--- config.mk ---
export PLATFORM = sky130hd
export DESIGN_NAME = xor_checked_frame_builder_unit
export DESIGN_NICKNAME = d
export VERILOG_FILES = /design/src/hw/rtl/xcfb_pkg.sv /design/src/hw/rtl/xcfb_frame_ctl.sv /design/src/hw/rtl/xcfb_serializer.sv /design/src/hw/rtl/xor_checked_frame_builder_unit.sv
export VERILOG_INCLUDE_DIRS = /design/src /design/src/hw/rtl
export SDC_FILE = /design/constraint.sdc
export NUM_CORES = 1
export LEC_CHECK = 0
export ABC_AREA = 1
export BUFFER_PORTS_ARGS = -buffer_cell sky130_fd_sc_hd__buf_2
export CORE_MARGIN = 2
export CORE_UTILIZATION = 64
export CTS_BUF_LIST = sky130_fd_sc_hd__clkbuf_8
export DETAILED_ROUTE_END_ITERATION = 8
export PLACE_DENSITY = 0.86
export SYNTH_ARGS = -nofsm -noshare
export SYNTH_HDL_FRONTEND = slang
export SYNTH_SLANG_ARGS = --single-unit
--- constraint.sdc ---
create_clock -name clk -period 7.36 [get_ports clk]
set_clock_uncertainty 0.2 [all_clocks]
set_input_delay 1.472 -clock clk [delete_from_list [all_inputs] [get_ports clk]]
set_output_delay 1.472 -clock clk [all_outputs]
set_load 0.01 [all_outputs]
--- src/hw/rtl/xor_checked_frame_builder_unit_assert.svh ---
// Assertion macros used by the frame builder serializer.
`ifndef XOR_CHECKED_FRAME_BUILDER_UNIT_ASSERT_SVH
`define XOR_CHECKED_FRAME_BUILDER_UNIT_ASSERT_SVH
`ifndef SYNTHESIS
// Clocked on clk, silenced while rst_n is low.
`define XCFB_ASSERT(name, prop) \
  name: assert property (@(posedge clk) disable iff (!rst_n) prop) \
    else $error("xcfb assertion failed");
// Clocked on clk, also checked during reset.
`define XCFB_ASSERT_ALWAYS(name, prop) \
  name: assert property (@(posedge clk) prop) \
    else $error("xcfb assertion failed");
`else
`define XCFB_ASSERT(name, prop)
`define XCFB_ASSERT_ALWAYS(name, prop)
`endif
`endif

--- src/hw/rtl/xcfb_pkg.sv ---
// Types and constants of the XOR-checked frame builder.
package xcfb_pkg;

  localparam int BYTE_W    = 8;
  localparam int LEN_W     = 16;
  localparam int CFG_IDX_W = 8;
  localparam int SLOT_W    = 4;

  // operation codes
  localparam logic OP_START   = 1'b0;
  localparam logic OP_PAYLOAD = 1'b1;

  // register indexes
  localparam logic [CFG_IDX_W-1:0] REG_HEADER_FIRST  = 8'd0;
  localparam logic [CFG_IDX_W-1:0] REG_HEADER_SECOND = 8'd1;
  localparam logic [CFG_IDX_W-1:0] REG_FOOTER_FIRST  = 8'd2;
  localparam logic [CFG_IDX_W-1:0] REG_FOOTER_SECOND = 8'd3;

  // byte positions within a frame; a payload byte travels in the length-low slot
  localparam logic [SLOT_W-1:0] SLOT_HDR_FIRST  = 4'd0;
  localparam logic [SLOT_W-1:0] SLOT_HDR_SECOND = 4'd1;
  localparam logic [SLOT_W-1:0] SLOT_TYPE       = 4'd2;
  localparam logic [SLOT_W-1:0] SLOT_COMMAND    = 4'd3;
  localparam logic [SLOT_W-1:0] SLOT_STATUS     = 4'd4;
  localparam logic [SLOT_W-1:0] SLOT_LEN_HIGH   = 4'd5;
  localparam logic [SLOT_W-1:0] SLOT_LEN_LOW    = 4'd6;
  localparam logic [SLOT_W-1:0] SLOT_CHECKSUM   = 4'd7;
  localparam logic [SLOT_W-1:0] SLOT_FTR_FIRST  = 4'd8;
  localparam logic [SLOT_W-1:0] SLOT_FTR_SECOND = 4'd9;

  typedef struct packed {
    logic              operation;
    logic [BYTE_W-1:0] frame_type;
    logic [BYTE_W-1:0] command_code;
    logic [BYTE_W-1:0] status_byte;
    logic [LEN_W-1:0]  payload_length;
    logic [BYTE_W-1:0] payload_byte;
  } in_item_t;

  typedef struct packed {
    logic [BYTE_W-1:0] frame_byte;
    logic              run_end;
    logic              frame_end;
  } out_item_t;

  typedef struct packed {
    logic [BYTE_W-1:0] header_first;
    logic [BYTE_W-1:0] header_second;
    logic [BYTE_W-1:0] footer_first;
    logic [BYTE_W-1:0] footer_second;
  } frame_cfg_t;

  // one run of frame bytes, from first_slot to last_slot inclusive
  typedef struct packed {
    logic [SLOT_W-1:0] first_slot;
    logic [SLOT_W-1:0] last_slot;
    logic [BYTE_W-1:0] frame_type;
    logic [BYTE_W-1:0] command_code;
    logic [BYTE_W-1:0] status_byte;
    logic [BYTE_W-1:0] len_high;
    logic [BYTE_W-1:0] len_low;
    logic [BYTE_W-1:0] checksum;
  } burst_t;

  typedef struct packed {
    logic   emit;
    burst_t burst;
  } burst_req_t;

endpackage

--- src/hw/rtl/xcfb_frame_ctl.sv ---
// Frame state: bytes left, running checksum, open flag; turns a request into a byte run.
module xcfb_frame_ctl import xcfb_pkg::*; (
  input  logic       clk,
  input  logic       rst_n,
  input  logic       accept,
  input  in_item_t   item,
  output burst_req_t req
);

  logic [LEN_W-1:0]  bytes_left_r, bytes_left_nxt;
  logic [BYTE_W-1:0] running_xor_r, running_xor_nxt;
  logic              frame_open_r, frame_open_nxt;

  logic [BYTE_W-1:0] len_high;
  logic [BYTE_W-1:0] len_low;
  logic [BYTE_W-1:0] start_xor;
  logic [BYTE_W-1:0] payload_xor;
  logic [LEN_W-1:0]  left_dec;

  assign len_high    = item.payload_length[LEN_W-1:BYTE_W];
  assign len_low     = item.payload_length[BYTE_W-1:0];
  assign start_xor   = item.frame_type ^ item.command_code ^ item.status_byte
                     ^ len_high ^ len_low;
  assign payload_xor = running_xor_r ^ item.payload_byte;
  assign left_dec    = bytes_left_r - LEN_W'(1);

  always_comb begin
    bytes_left_nxt         = bytes_left_r;
    running_xor_nxt        = running_xor_r;
    frame_open_nxt         = frame_open_r;
    req                    = '0;
    req.burst.frame_type   = item.frame_type;
    req.burst.command_code = item.command_code;
    req.burst.status_byte  = item.status_byte;
    req.burst.len_high     = len_high;
    if (item.operation == OP_START) begin
      req.emit             = 1'b1;
      req.burst.first_slot = SLOT_HDR_FIRST;
      req.burst.last_slot  = (item.payload_length == '0) ? SLOT_FTR_SECOND : SLOT_LEN_LOW;
      req.burst.len_low    = len_low;
      req.burst.checksum   = start_xor;
      running_xor_nxt      = start_xor;
      bytes_left_nxt       = item.payload_length;
      frame_open_nxt       = (item.payload_length != '0);
    end else if (frame_open_r && (bytes_left_r != '0)) begin
      req.emit             = 1'b1;
      req.burst.first_slot = SLOT_LEN_LOW;
      req.burst.last_slot  = (left_dec == '0) ? SLOT_FTR_SECOND : SLOT_LEN_LOW;
      req.burst.len_low    = item.payload_byte;
      req.burst.checksum   = payload_xor;
      running_xor_nxt      = payload_xor;
      bytes_left_nxt       = left_dec;
      frame_open_nxt       = (left_dec != '0);
    end
    // otherwise drop a payload byte that has no open frame
  end

  always_ff @(posedge clk) begin
    if (!rst_n) begin
      bytes_left_r  <= '0;
      running_xor_r <= '0;
      frame_open_r  <= 1'b0;
    end else if (accept) begin
      bytes_left_r  <= bytes_left_nxt;
      running_xor_r <= running_xor_nxt;
      frame_open_r  <= frame_open_nxt;
    end
  end

endmodule

--- src/hw/rtl/xcfb_serializer.sv ---
// Byte run register and output register: walks a run one frame byte per cycle unless out_ready stalls it.
module xcfb_serializer import xcfb_pkg::*; (
  input  logic       clk,
  input  logic       rst_n,
  input  logic       accept,
  input  burst_req_t req,
  input  frame_cfg_t cfg,
  output logic       in_ready,
  output logic       out_valid,
  input  logic       out_ready,
  output out_item_t  out_data
);

`include "xor_checked_frame_builder_unit_assert.svh"

  logic              bval_r;
  burst_t            burst_r;
  logic [SLOT_W-1:0] slot_r;
  logic              oval_r;
  out_item_t         out_r;

  logic              last_byte;
  logic              out_load;
  logic [BYTE_W-1:0] byte_sel;

  assign last_byte = (slot_r == burst_r.last_slot);
  assign out_load  = bval_r && (!oval_r || out_ready);
  // take the next request as the current run hands over its last byte
  assign in_ready  = !bval_r || (out_load && last_byte);

  always_comb begin
    unique case (slot_r)
      SLOT_HDR_FIRST:  byte_sel = cfg.header_first;
      SLOT_HDR_SECOND: byte_sel = cfg.header_second;
      SLOT_TYPE:       byte_sel = burst_r.frame_type;
      SLOT_COMMAND:    byte_sel = burst_r.command_code;
      SLOT_STATUS:     byte_sel = burst_r.status_byte;
      SLOT_LEN_HIGH:   byte_sel = burst_r.len_high;
      SLOT_LEN_LOW:    byte_sel = burst_r.len_low;
      SLOT_CHECKSUM:   byte_sel = burst_r.checksum;
      SLOT_FTR_FIRST:  byte_sel = cfg.footer_first;
      SLOT_FTR_SECOND: byte_sel = cfg.footer_second;
      default:         byte_sel = '0;
    endcase
  end

  always_ff @(posedge clk) begin
    if (!rst_n) begin
      bval_r <= 1'b0;
      oval_r <= 1'b0;
    end else begin
      if (accept) begin
        bval_r <= req.emit;
      end else if (out_load && last_byte) begin
        bval_r <= 1'b0;
      end
      if (out_load) begin
        oval_r <= 1'b1;
      end else if (out_ready) begin
        oval_r <= 1'b0;
      end
    end
  end

  always_ff @(posedge clk) begin
    if (accept && req.emit) begin
      burst_r <= req.burst;
      slot_r  <= req.burst.first_slot;
    end else if (out_load) begin
      slot_r  <= slot_r + SLOT_W'(1);
    end
    if (out_load) begin
      out_r.frame_byte <= byte_sel;
      out_r.run_end    <= last_byte;
      out_r.frame_end  <= (slot_r == SLOT_FTR_SECOND);
    end
  end

  assign out_valid = oval_r;
  assign out_data  = out_r;

  `XCFB_ASSERT(a_slot_in_run, bval_r |-> (slot_r <= burst_r.last_slot))
  `XCFB_ASSERT(a_run_continues, (out_load && !last_byte && !accept) |=> bval_r)
  `XCFB_ASSERT(a_frame_end_ends_run, (oval_r && out_r.frame_end) |-> out_r.run_end)
  `XCFB_ASSERT_ALWAYS(a_reset_empties, !rst_n |=> (!oval_r && !bval_r))

endmodule

--- src/hw/rtl/xor_checked_frame_builder_unit.sv ---
// Top level of the XOR-checked frame builder: registers, frame state and byte serializer.
//
//   channel | direction | handshake             | payload
//   in_     | in        | in_valid / in_ready   | in_data (in_item_t)
//   out_    | out       | out_valid / out_ready | out_data (out_item_t)
//   cfg_    | in        | cfg_valid / cfg_ready | cfg_index, cfg_wdata
//
// Each request becomes a run of frame bytes that leave one per cycle unless out_ready
// stalls them: a start gives 7 bytes (10 with a zero length), a payload byte 1 (4 when
// it closes the frame). The next request is taken as a run hands over its last byte,
// so payload bytes stream at one per cycle. Reset is synchronous and clears the frame
// state and both valid flags; out_ready low stalls in_ready while a run is pending.
module xor_checked_frame_builder_unit import xcfb_pkg::*; (
  input  logic                 clk,
  input  logic                 rst_n,
  input  logic                 in_valid,
  output logic                 in_ready,
  input  in_item_t             in_data,
  output logic                 out_valid,
  input  logic                 out_ready,
  output out_item_t            out_data,
  input  logic                 cfg_valid,
  output logic                 cfg_ready,
  input  logic [CFG_IDX_W-1:0] cfg_index,
  input  logic [BYTE_W-1:0]    cfg_wdata
);

  frame_cfg_t cfg_r;
  burst_req_t req;
  logic       accept;

  assign cfg_ready = 1'b1;
  assign accept    = in_valid && in_ready;

  always_ff @(posedge clk) begin
    if (!rst_n) begin
      cfg_r <= '0;
    end else if (cfg_valid && cfg_ready) begin
      unique case (cfg_index)
        REG_HEADER_FIRST:  cfg_r.header_first  <= cfg_wdata;
        REG_HEADER_SECOND: cfg_r.header_second <= cfg_wdata;
        REG_FOOTER_FIRST:  cfg_r.footer_first  <= cfg_wdata;
        REG_FOOTER_SECOND: cfg_r.footer_second <= cfg_wdata;
        default: ; // drop writes beyond the register list
      endcase
    end
  end

  xcfb_frame_ctl u_frame_ctl (
    .clk    (clk),
    .rst_n  (rst_n),
    .accept (accept),
    .item   (in_data),
    .req    (req)
  );

  xcfb_serializer u_serializer (
    .clk       (clk),
    .rst_n     (rst_n),
    .accept    (accept),
    .req       (req),
    .cfg       (cfg_r),
    .in_ready  (in_ready),
    .out_valid (out_valid),
    .out_ready (out_ready),
    .out_data  (out_data)
  );

endmodule
; Word-level counts from Yosys, hierarchy flattened
; Cells that the tools add are included.
[op_classes]
reduce_logical = 24
bitwise = 5
n_div = 0
shifts = 0
order_cmp = 0
add_sub_neg = 2
n_eq_ne = 14
n_mul = 0
mux = 19
[op_table]
columns = cell, n
row1 = $pmux 8 s10, 1
row2 = $mux 16, 4
row3 = $reduce_bool 16->1, 3
row4 = $xor 8x8->8, 5
row5 = $logic_not 16->1, 2
row6 = $mux 9, 2
row7 = $eq 4x3->1 const B, 4
row8 = $eq 8x2->1 const B, 2
row9 = $mux 4, 4
row10 = $mux 8, 2
row11 = $sub 16x1->16 const B, 1
row12 = $reduce_and 2->1, 5
row13 = $eq 4x2->1 const B, 2
row14 = $eq 4x4->1 const B, 2
row15 = $eq 8x1->1 const B, 1
row16 = $logic_not 8->1, 1
row17 = $mux 1, 6
row18 = $reduce_bool 2->1, 3
row19 = $logic_and 1x1->1, 5
row20 = $add 4x1->4 const B, 1
row21 = $eq 4x1->1 const B, 1
row22 = $eq 4x4->1, 1
row23 = $logic_not 4->1, 1
row24 = $logic_not 1->1, 2
row25 = other kinds (2), 3
[word_totals]
n_memories = 0
mem_bits_ro = 0
ram_bits = 0
latch_bits = 0
in_bits = 70
out_inout_bits = 13
ff_bits = 125
elab_cells = 84

; Depth between registers and ports, before layout
; Gate-level depths: netlist of the first run.
[logic_depth]
ltp_word = 8
ltp_mapped = 13
ltp_nobuf = 13

; Hierarchy
; From an unflattened synthesis of the first run, not the netlist that was laid out.
[unflattened]
cells_unflattened = 896
area_unflattened_um2 = 7003.0
[by_module_without_submodules]
columns = module, area_per_inst_um2, seq_area_each_um2, instances, cells_each
row1 = xcfb_serializer, 3050.4, 2021.9, 1, 278
row2 = xcfb_frame_ctl, 2528.7, 500.5, 1, 418
row3 = xor_checked_frame_builder_unit, 1423.9, 640.6, 1, 200

; Worst setup path after synthesis of the first run
; Ideal clock, no wire load.
[synth_path]
path_type = input -> output
startpoint = input out_ready
endpoint = output in_ready
setup_slack_ps = 3871
path_stages = 4
path_buffers = 0
arrival_ps = 1817
required_ps = 5688
cell_sequence = inv_1 nand2_1 inv_1 o21ai_4
[synth_via]
elab_chain_len = 4
[synth_rtl]
columns = element, line
row1 = start: declaration, xor_checked_frame_builder_unit.sv:20  ; input logic out_ready,
row2 = $logic_or 1x1->1, xcfb_serializer.sv:27  ; assign out_load = bval_r && (!oval_r || out_ready);
row3 = $logic_and 1x1->1, xcfb_serializer.sv:27
row4 = $logic_and 1x1->1, xcfb_serializer.sv:29  ; assign in_ready = !bval_r || (out_load && last_byte);
row5 = $logic_or 1x1->1, xcfb_serializer.sv:29
row6 = end: declaration, xor_checked_frame_builder_unit.sv:17  ; output logic in_ready,
; No other way between the ends.

; Worst setup path in the final report of the first run
; Same ends and word-level chain as after synthesis.

==> flow_metrics.py, run 1 <==
metrics = {
    "floorplanning": {
        "core-area_um2": 9240,
        "die-width_um": 101.5,
        "die_h_um": 101.5,
        "num_rows": 35,
        "dieArea_um2": 10290,
        "ios": 83,
        "initial_core_util_pct": 65.78,
    },
    "job": {
        "drv_cap": 0,
    },
    "synthesis": {
        "synthCells": 696,
        "synth-seq-cells": 123,
        "synth_top_family_by_area": "simple AND/OR/NAND/NOR gates",
        "syn-num-nets": 772,
        "synth_area_um2": 6078,
        "synth_compound_area_share_pct": 14.35,
        "ys_warn_count": 0,
        "yosys.area.top_type": "edfxtp_1",
        "yosys.area_share.xor_xnor_pct": 6.196,
        "yosysUniqueCellTypes": 46,
        "syn_area_per_cell_um2": 8.733,
        "synth_top_area_share_pct": 31.62,
        "synthMuxAreaShare_pct": 0,
        "ys_seq_area_share_pct": 51.05,
        "netlist_top_cells_area": "edfxtp_1 32%, dfxtp_1 19%, nor2_1 7.0%",
        "synth-simple-area-share_pct": 21.08,
        "synth_fa_ha_area_share_pct": 1.235,
    },
    "setup_path": {
        "cp.required_ns": 5.69,
        "critical_path.endpoint_type": "primary output",
        "worstSetupStartpointType": "primary input",
        "worstPathArrival_ns": 2.05,
        "crit_fanout": 3,
        "worst-setup-path-type": "primary input to primary output",
    },
    "power": {
        "switching_share_pct": 30.24,
        "seqPwrFrac_pct": 45.4,
        "p_clk_share_pct": 34.9,
        "p_leak_nw": 2.850,
        "ir_drop_uv": 140.6,
        "pwr-share-comb_pct": 19.7,
        "p_per_area_nw_per_um2": 257.8,
        "internal_power_mw": 1.248,
        "p_sw_mw": 0.5409,
    },
    "clocking": {
        "htreeDepth": 4,
        "cts_resized": 0,
        "cts_sinks": 123,
        "hold_buffers": 0,
        "clock_latency_ns": 0.43,
        "numCtsBuffers": 17,
        "clockBufferDepth": 2,
        "post-cts-setup-buffers": 0,
        "cts_tree": "yes",
        "clkTransAtPathRegs_ns": 0.07,
        "cts-root-buf": "clkbuf_8",
    },
    "timing": {
        "finalWorstSetupSlack_ns": 3.637,
        "fin_crit_sh_pct": 50.58,
        "fmax_mhz": 268.6,
        "slew_headroom_pct": 28.85,
        "worstMarginPinSlew_ns": 1.063,
        "slew_viol_final": 0,
        "min_period_ns": 3.723,
        "grt_setup_unrepaired": "false",
        "holdWs_ns": 0.2834,
        "hold_viol": 0,
        "fin_tns_setup_ns": 0,
        "finalSetupViolCount": 0,
    },
    "drt": {
        "firstDrtPassIters": 7,
        "via_count": 5325,
        "post_drt_wl_per_cell_um": 17.04,
        "wl_met2_um": 7795,
        "routed_wl_um": 15610,
        "drtAntennaViolNets": 0,
        "routed-wl-met3_um": 1208,
        "top_layer": "met4",
        "via_per_inst": 5.813,
        "drc": 0,
        "drt-initial-drc-count": 375,
        "met1_length_um": 5816,
    },
    "placed_design": {
        "place_congestion": 0.9090,
        "place_area_um2": 6525,
        "place_inst": 884,
        "place_worst_setup_slack_ns": 3.274,
        "dp_hpwl_um": 11330,
        "numPortBuffers": 81,
    },
    "final_layout": {
        "layout_common_cells": "114 x nor2_1, 99 x nand2_1, 81 x buf_2",
        "stdcell_count": 916,
        "diodes": 0,
        "fillerInstances": 678,
        "layout_commonest_cell": "nor2_1",
        "final_area_um2": 6938,
        "multiInputGateArea_um2": 2609,
        "seqCellArea_um2": 3103,
        "drive_gt1_share_pct": 17.28,
        "syn2layout_area_growth_pct": 14.14,
        "final_nets": 850,
    },
    "global_routing": {
        "grt_pass1_wl_um": 24850,
        "grt_overflow_total": 0,
        "grt_max_degree": 90,
        "antenna_found_initial": 0,
        "track_usage_pct": 32.21,
        "grt_pass1_vias": 4959,
    },
    "outcome": {
        "status": "complete, no violations",
    },
    "hold_path": {
        "hold_class": "flip-flop to flip-flop",
    },
}
[kinds of logic after synthesis]
| logic type | Yosys count |
|---|---|
| flops | 123 |
| simple gates | 290 |
| fa+ha+maj | 6 |
| xor+xnor | 43 |
| compound gates | 147 |
| other cells | 1 |
| buf+inv | 86 |
[flip-flops by register name, summed over array words and instances (netlist names)]
register and cells:
u_serializer.bval_r 1, u_serializer.slot_r 4, u_serializer.out_data 10, u_frame_ctl.bytes_left_r 16, cfg_r 32, u_serializer.burst_r 50, u_frame_ctl.frame_open_r 1, u_frame_ctl.running_xor_r 8
u_serializer.out_valid 1
[final timing paths]
kind                                     from                      to  slack, ns  cells past startpoint
setup / recovery                    out_ready                in_ready       3.64                      6
hold / removal         u_serializer.out_valid  u_serializer.out_valid       0.28                      2
setup reg to reg  u_frame_ctl.bytes_left_r[0]  u_serializer.slot_r[2]       4.20                     10
hold reg to reg        u_serializer.out_valid  u_serializer.out_valid       0.28                      2
[Yosys cell counts (all sizes together)]
cell    count
a21boi      4
a21oi      27
a221oi     16
and2        3
buf        10
clkbuf     13
clkinv      1
conb        1
dfxtp      59
edfxtp     64
ha          6
inv        62
nand2     101
nand3      42
nand3b      2
nand4      12
nor2      121
nor3        3
nor3b       1
nor4        4
o211ai      2
o21ai      91
o21bai      6
o31ai       1
or2         1
xnor2      38
xor2        5
[routing by layer]
metal	GRT usage [%]	vias to the layer above
met4	18.09	0
met2	54.10	286
li1	-	2516
met3	7.108	60
met1	38.36	2463
met5	0	-
[per-stage QoR]
stage / power, mW / utilization, %
3_3_place_gp: 1.158 / 70.62
5_1_grt: 1.866 / 75.08
2_1_floorplan: 1.065 / -
6_report: 1.789 / 75.08
3_5_place_dp: 1.171 / 70.62
4_1_cts: 1.787 / 75.08
[final cells by class]
type,count,area share [%]
timing repair buffer,82,5.951
inverter,63,3.445
sequential,123,44.73
tap,129,2.326
multi-input combinational,487,37.60
clock buffer,18,3.571
clock inverter,14,2.381
[critical path, stage by stage]
cell,delay [ns]
buf_2,0.08
inv_1,0.03
nand2_1,0.06
inv_1,0.08
o21ai_4,0.17
buf_2,0.15
[power by group through the flow]
stage,clock network [mW],registers [mW],logic (mW)
finish,0.625,0.812,0.352
global route,0.659,0.817,0.390
CTS,0.627,0.811,0.349
detailed placement,0,0.826,0.345
global placement,0,0.823,0.335
floorplan,0,0.819,0.246
No activity file was read; power rests on OpenSTA's default activity.
==> run 2, diff against run 1 <==
--- a/config.mk
+++ b/config.mk
@@ -6,13 +6,13 @@
 export SDC_FILE = /design/constraint.sdc
 export NUM_CORES = 1
 export LEC_CHECK = 0
-export ABC_AREA = 1
+export ABC_AREA = 0
 export BUFFER_PORTS_ARGS = -buffer_cell sky130_fd_sc_hd__buf_2
 export CORE_MARGIN = 2
-export CORE_UTILIZATION = 64
+export CORE_UTILIZATION = 60
 export CTS_BUF_LIST = sky130_fd_sc_hd__clkbuf_8
 export DETAILED_ROUTE_END_ITERATION = 8
-export PLACE_DENSITY = 0.86
+export PLACE_DENSITY = 0.81
 export SYNTH_ARGS = -nofsm -noshare
 export SYNTH_HDL_FRONTEND = slang
 export SYNTH_SLANG_ARGS = --single-unit
==> constraint.sdc (replaced) <==
create_clock -name clk -period 3.9 [get_ports clk]
set_clock_uncertainty 0.2 [all_clocks]
set_input_delay 0.78 -clock clk [delete_from_list [all_inputs] [get_ports clk]]
set_output_delay 0.78 -clock clk [all_outputs]
set_load 0.01 [all_outputs]
==> flow_metrics.py, run 2 <==
metrics = {
    "outcome": {
        "status": "complete, no violations",
    },
    "power": {
        "p_leak_nw": 2.851,
        "switching_share_pct": 32.42,
        "p_sw_mw": 1.254,
        "internal_power_mw": 2.614,
        "ir_drop_uv": 290.9,
        "p_clk_share_pct": 29.2,
        "finalPower_mw": 3.868,
        "pwr-share-comb_pct": 28.1,
        "p_per_area_nw_per_um2": 535.1,
        "seqPwrFrac_pct": 42.7,
    },
    "floorplanning": {
        "num_rows": 37,
        "die-width_um": 107.3,
        "dieArea_um2": 11510,
        "initial_core_util_pct": 62.00,
        "ios": 83,
        "core-area_um2": 10320,
        "die_h_um": 107.3,
    },
    "synthesis": {
        "synth-simple-area-share_pct": 14.50,
        "synth_flop_cell": "edfxtp_1",
        "synth_area_um2": 6401,
        "synth_compound_area_share_pct": 19.02,
        "async_flop_share_pct": 0,
        "syn-num-nets": 684,
        "yosys.area.top_type": "edfxtp_1",
        "netlist_top_cells_area": "edfxtp_1 30%, dfxtp_1 18%, xnor2_1 5.6%",
        "synth-seq-cells": 123,
        "yosysUniqueCellTypes": 74,
        "synth_fa_ha_area_share_pct": 1.173,
        "yosys.area_share.xor_xnor_pct": 5.884,
        "synth_common_cells": "64 x edfxtp_1, 59 x dfxtp_1, 52 x nor2_1",
        "synth_top_area_share_pct": 30.02,
        "synth_top_family_by_area": "compound AO/OA/AOI/OAI gates",
        "syn_area_per_cell_um2": 10.53,
        "synth_edf_count": 64,
        "ys_warn_count": 0,
        "ys_seq_area_share_pct": 48.48,
        "synthCells": 608,
        "yosysMostFrequentCell": "edfxtp_1",
        "synthMuxAreaShare_pct": 6.255,
    },
    "final_layout": {
        "fillerInstances": 747,
        "largest_reg_flops": 50,
        "drive_gt1_share_pct": 21.40,
        "top_register": "u_serializer.burst_r",
        "layout_common_cells": "81 x buf_2, 64 x edfxtp_1, 59 x dfxtp_1",
        "diodes": 0,
        "top_regs": "u_serializer.burst_r x50, cfg_r x32, u_frame_ctl.bytes_left_r x16",
        "syn2layout_area_growth_pct": 12.92,
        "layout_commonest_cell": "buf_2",
        "final_nets": 750,
        "final_area_um2": 7228,
    },
    "timing": {
        "holdWs_ns": 0.3012,
        "slew_headroom_pct": 27.24,
        "worstMarginPinSlew_ns": 1.089,
        "grt_setup_unrepaired": "false",
        "fin_tns_setup_ns": 0,
        "fin_crit_sh_pct": 79.50,
        "finalWorstSetupSlack_ns": 0.7995,
        "hold_viol": 0,
        "finalSetupViolCount": 0,
        "min_period_ns": 3.101,
        "slew_viol_final": 0,
        "fmax_mhz": 322.5,
    },
    "global_routing": {
        "track_usage_pct": 28.53,
        "grt_max_degree": 47,
        "grt_pass1_vias": 4924,
        "grt_pass1_wl_um": 25140,
        "antenna_found_initial": 0,
        "grt_overflow_total": 0,
    },
    "drt": {
        "drt-initial-drc-count": 635,
        "met1_length_um": 6497,
        "firstDrtPassIters": 6,
        "top_layer": "met4",
        "post_drt_wl_per_cell_um": 19.22,
        "via_per_inst": 6.323,
        "wl_met2_um": 7688,
        "via_count": 5204,
        "drtAntennaViolNets": 0,
        "drc": 0,
        "routed-wl-met3_um": 1289,
        "routed_wl_um": 15820,
    },
    "clocking": {
        "clkTransAtPathRegs_ns": 0.07,
        "post-cts-setup-buffers": 0,
        "cts-root-buf": "clkbuf_8",
        "cts_sinks": 123,
        "cts_resized": 0,
        "clockBufferDepth": 2,
        "cts_tree": "yes",
        "hold_buffers": 0,
        "numCtsBuffers": 17,
        "htreeDepth": 4,
        "clock_latency_ns": 0.45,
    },
    "placed_design": {
        "place_worst_setup_slack_ns": 0.9568,
        "dp_hpwl_um": 10880,
        "place_congestion": 0.9288,
        "numPortBuffers": 81,
        "place_area_um2": 6834,
    },
    "setup_path": {
        "worst-setup-path-type": "flip-flop to primary output",
        "cp.required_ns": 2.92,
        "critical_path.endpoint_type": "primary output",
        "crit_fanout": 16,
        "worstSetupStartpointType": "flip-flop",
        "worstPathArrival_ns": 2.12,
    },
    "job": {
        "drv_cap": 0,
    },
    "hold_path": {
        "hold_class": "flip-flop to flip-flop",
    },
}
==> run 2: power groups by stage <==
| stage | Sequential, mW | Combinational, mW | Clock, mW |
|---|---|---|---|
| floorplan | 1.64 | 0.816 | 0 |
| global placement | 1.67 | 1.04 | 0 |
| detailed placement | 1.68 | 1.06 | 0 |
| CTS | 1.65 | 1.07 | 1.14 |
| global route | 1.67 | 1.18 | 1.19 |
| finish | 1.65 | 1.09 | 1.13 |
==> run 2: worst max-delay path, cell delays in order, from the launching register on <==
cell,delay [ns]
edfxtp_1,0.74
and3_1,0.26
o22ai_1,0.11
o21ai_2,0.19
buf_4,0.22
buf_2,0.16
==> run 2: logic make-up after synthesis <==
family | count (synthesis)
buffers and inverters | 62
AND/OR/NAND/NOR | 171
multiplexers | 39
flip-flops | 123
XOR/XNOR | 43
adder cells (fa/ha/maj) | 6
AO/OA/AOI/OAI | 163
other | 1
==> run 2: cell type report <==
type                    count  area (um^2)  area share (%)
inverters                  19        73.82           1.021
multi-input cells         423         3002           41.53
well taps                 136        170.2           2.354
clock inverters            13        132.6           1.835
repair buffers             90        485.5           6.716
clock buffers              19        261.5           3.618
flip-flops and latches    123         3103           42.93
==> run 2: final timing paths <==
check	from	endpoint	slack (ns)	cells past startpoint
max	u_serializer.slot_r[3]	in_ready	0.80	5
min	cfg_r[22]	cfg_r[22]	0.30	2
max reg2reg	u_serializer.slot_r[3]	u_serializer.burst_r[19]	0.98	7
min reg2reg	cfg_r[22]	cfg_r[22]	0.30	2
==> run 2: stage by stage <==
| stage | instances | util, % |
|---|---|---|
| after global placement | 791 | 66.20 |
| after detailed placement | 791 | 66.20 |
| after CTS | 823 | 70.02 |
| after floorplan | 608 | - |
| final | 823 | 70.02 |
| after global routing | 823 | 70.02 |
==> run 2: per-layer routing <==
layer,vias up,GRT usage [%]
met1,2469,37.23
met2,286,46.38
li1,2420,-
met5,-,0
met4,0,11.13
met3,29,6.356
==> run 3, diff against run 2 <==
--- a/config.mk
+++ b/config.mk
@@ -6,13 +6,13 @@
 export SDC_FILE = /design/constraint.sdc
 export NUM_CORES = 1
 export LEC_CHECK = 0
-export ABC_AREA = 0
+export ABC_AREA = 1
 export BUFFER_PORTS_ARGS = -buffer_cell sky130_fd_sc_hd__buf_2
 export CORE_MARGIN = 2
-export CORE_UTILIZATION = 60
+export CORE_UTILIZATION = 54
 export CTS_BUF_LIST = sky130_fd_sc_hd__clkbuf_8
 export DETAILED_ROUTE_END_ITERATION = 8
-export PLACE_DENSITY = 0.81
+export PLACE_DENSITY = 0.78
 export SYNTH_ARGS = -nofsm -noshare
 export SYNTH_HDL_FRONTEND = slang
 export SYNTH_SLANG_ARGS = --single-unit
==> constraint.sdc (replaced) <==
create_clock -name clk -period 2.6 [get_ports clk]
set_clock_uncertainty 0.2 [all_clocks]
set_input_delay 0.52 -clock clk [delete_from_list [all_inputs] [get_ports clk]]
set_output_delay 0.52 -clock clk [all_outputs]
set_load 0.01 [all_outputs]
==> flow_metrics.py, run 3 (synthesis gave the netlist of run 1 again) <==
metrics = {
    "clocking": {
        "htreeDepth": 4,
        "clockBufferDepth": 2,
        "numCtsBuffers": 17,
        "clkTransAtPathRegs_ns": 0.07,
        "cts_tree": "yes",
        "cts_sinks": 123,
        "cts-root-buf": "clkbuf_8",
        "clock_latency_ns": 0.47,
        "hold_buffers": 0,
    },
    "floorplanning": {
        "num_rows": 38,
        "die-width_um": 110.1,
        "ios": 83,
        "dieArea_um2": 12120,
        "initial_core_util_pct": 55.83,
        "core-area_um2": 10890,
        "die_h_um": 110.1,
    },
    "timing": {
        "fin_crit_sh_pct": 95.18,
        "min_period_ns": 2.475,
        "slew_viol_final": 0,
        "grt_setup_unrepaired": "false",
        "worstMarginPinSlew_ns": 0.6847,
        "slew_headroom_pct": 54.19,
        "finalWorstSetupSlack_ns": 0.1253,
        "hold_viol": 0,
        "finalSetupViolCount": 0,
        "fin_tns_setup_ns": 0,
        "fmax_mhz": 404.1,
    },
    "final_layout": {
        "fillerInstances": 883,
        "layout_common_cells": "114 x nor2_1, 99 x nand2_1, 81 x buf_2",
        "syn2layout_area_growth_pct": 16.32,
        "drive_gt1_share_pct": 18.15,
        "diodes": 0,
        "largest_reg_flops": 50,
        "layout_commonest_cell": "nor2_1",
        "fin_util_pct": 64.94,
        "final_area_um2": 7071,
        "top_register": "u_serializer.burst_r",
        "top_regs": "u_serializer.burst_r x50, cfg_r x32, u_frame_ctl.bytes_left_r x16",
        "final_nets": 862,
    },
    "power": {
        "p_sw_mw": 1.526,
        "p_clk_share_pct": 35.2,
        "ir_drop_uv": 496.1,
        "p_leak_nw": 2.933,
        "internal_power_mw": 3.640,
        "pwr-share-comb_pct": 20.2,
        "switching_share_pct": 29.53,
        "finalPower_mw": 5.166,
        "p_per_area_nw_per_um2": 730.6,
        "seqPwrFrac_pct": 44.5,
    },
    "setup_path": {
        "crit_chain": "inv_4 -> nand2_1 -> o21ai_2 -> nand3_2 -> o21ai_4 -> buf_2",
        "cp.required_ns": 1.88,
        "crit_fanout": 13,
        "critical_path.endpoint_type": "primary output",
        "crit_end": "in_ready",
        "crit_path_top_delay_cell": "edfxtp_1",
        "r2r_slack_ns": 0.17,
        "reg2reg_to": "u_serializer.out_data[6]",
        "crit_start": "u_serializer.slot_r[3]",
        "worstPathArrival_ns": 1.75,
        "worstSetupStartpointType": "flip-flop",
        "r2r_cells": 6,
        "r2r-start": "u_serializer.slot_r[0]",
        "cpPeakStageDelay_ns": 0.49,
        "worst-setup-path-type": "flip-flop to primary output",
    },
    "job": {
        "drv_cap": 0,
    },
    "global_routing": {
        "grt_max_degree": 61,
        "antenna_found_initial": 0,
        "grt_pass1_vias": 5423,
        "grt_overflow_total": 0,
        "grt_pass1_wl_um": 26340,
        "track_usage_pct": 29.44,
    },
    "hold_path": {
        "hold_class": "primary input to flip-flop",
        "hold_path_startpoint": "in_data[34]",
    },
    "placed_design": {
        "place_congestion": 0.9213,
        "place_worst_setup_slack_ns": 0.1751,
        "place_area_um2": 6641,
        "dp_hpwl_um": 12120,
        "numPortBuffers": 81,
    },
    "drt": {
        "drt-initial-drc-count": 409,
        "routed_wl_um": 16550,
        "firstDrtPassIters": 6,
        "post_drt_wl_per_cell_um": 17.63,
        "drtAntennaViolNets": 0,
        "via_count": 5387,
        "drc": 0,
        "via_per_inst": 5.737,
    },
    "outcome": {
        "status": "complete, no violations",
    },
}
## run 3: changes by cell type in the layout (fill, tap and decap cells not counted), sizes merged, moves of 11 or more
cell	previous run	this run
o21ai	21	91
nor2	52	121
nand2	44	101
inv	22	67
mux2i	34	0
nand3	13	42
o22ai	23	0
a31oi	18	0
a31o	17	0
a21oi	13	27
a22oi	11	0
nand2b	11	0
## run 3: routing by layer
layer / track usage (%) / vias up / part of all wire, %
met5: 0 / - / 0
met4: 16.96 / 0 / 4.9
met3: 8.466 / 73 / 7.3
met2: 50.96 / 246 / 50
met1: 32.15 / 2527 / 38
li1: - / 2541 / -
## run 3: critical path, delay by kind of cell, from the launching register on
family	cells	cell delay (ns)
compound gates	2	0.28
buf+inv	2	0.33
flops	1	0.49
simple gates	2	0.19
## run 3: worst min-delay path by stage
stage / slack (ns) / endpoint / cells past startpoint
finish: 0.06 / u_serializer.burst_r[34] / 1
global route: 0.04 / u_serializer.burst_r[37] / 1
CTS: 0.04 / u_serializer.burst_r[40] / 1
detailed placement: 0.27 / cfg_r[20] / 2
global placement: 0.27 / cfg_r[14] / 2
floorplan: 0.26 / cfg_r[2] / 2
## run 3: power groups by stage
stage / clock network (mW) / registers (mW) / logic (mW)
after floorplan: 0 / 2.32 / 0.697
after CTS: 1.82 / 2.30 / 1.03
after global placement: 0 / 2.33 / 0.985
final: 1.82 / 2.30 / 1.05
after global routing: 1.89 / 2.31 / 1.16
after detailed placement: 0 / 2.34 / 1.02
## run 3: repair_timing
action                                 CTS  global route
setup endpoints to repair                0             5
buffers inserted                         0             0
gates resized for setup                  0             2
endpoints found under the hold margin    0             0
## run 3: final cells by class
| type | count | area (um^2) | area share, % |
|---|---|---|---|
| timing repair buffer | 94 | 515.5 | 7.291 |
| tap | 140 | 175.2 | 2.477 |
| clock buffer | 22 | 302.8 | 4.282 |
| inverter | 63 | 241.5 | 3.415 |
| clock inverter | 10 | 123.9 | 1.752 |
| sequential | 123 | 3103 | 43.89 |
| multi-input combinational | 487 | 2609 | 36.90 |
## run 3: stage by stage
step / hold WS [ns] / std cells
2_1_floorplan: 0.2550 / 696
3_3_place_gp: 0.2654 / 907
3_5_place_dp: 0.2738 / 907
4_1_cts: 0.04406 / 939
5_1_grt: 0.04424 / 939
6_report: 0.05680 / 939
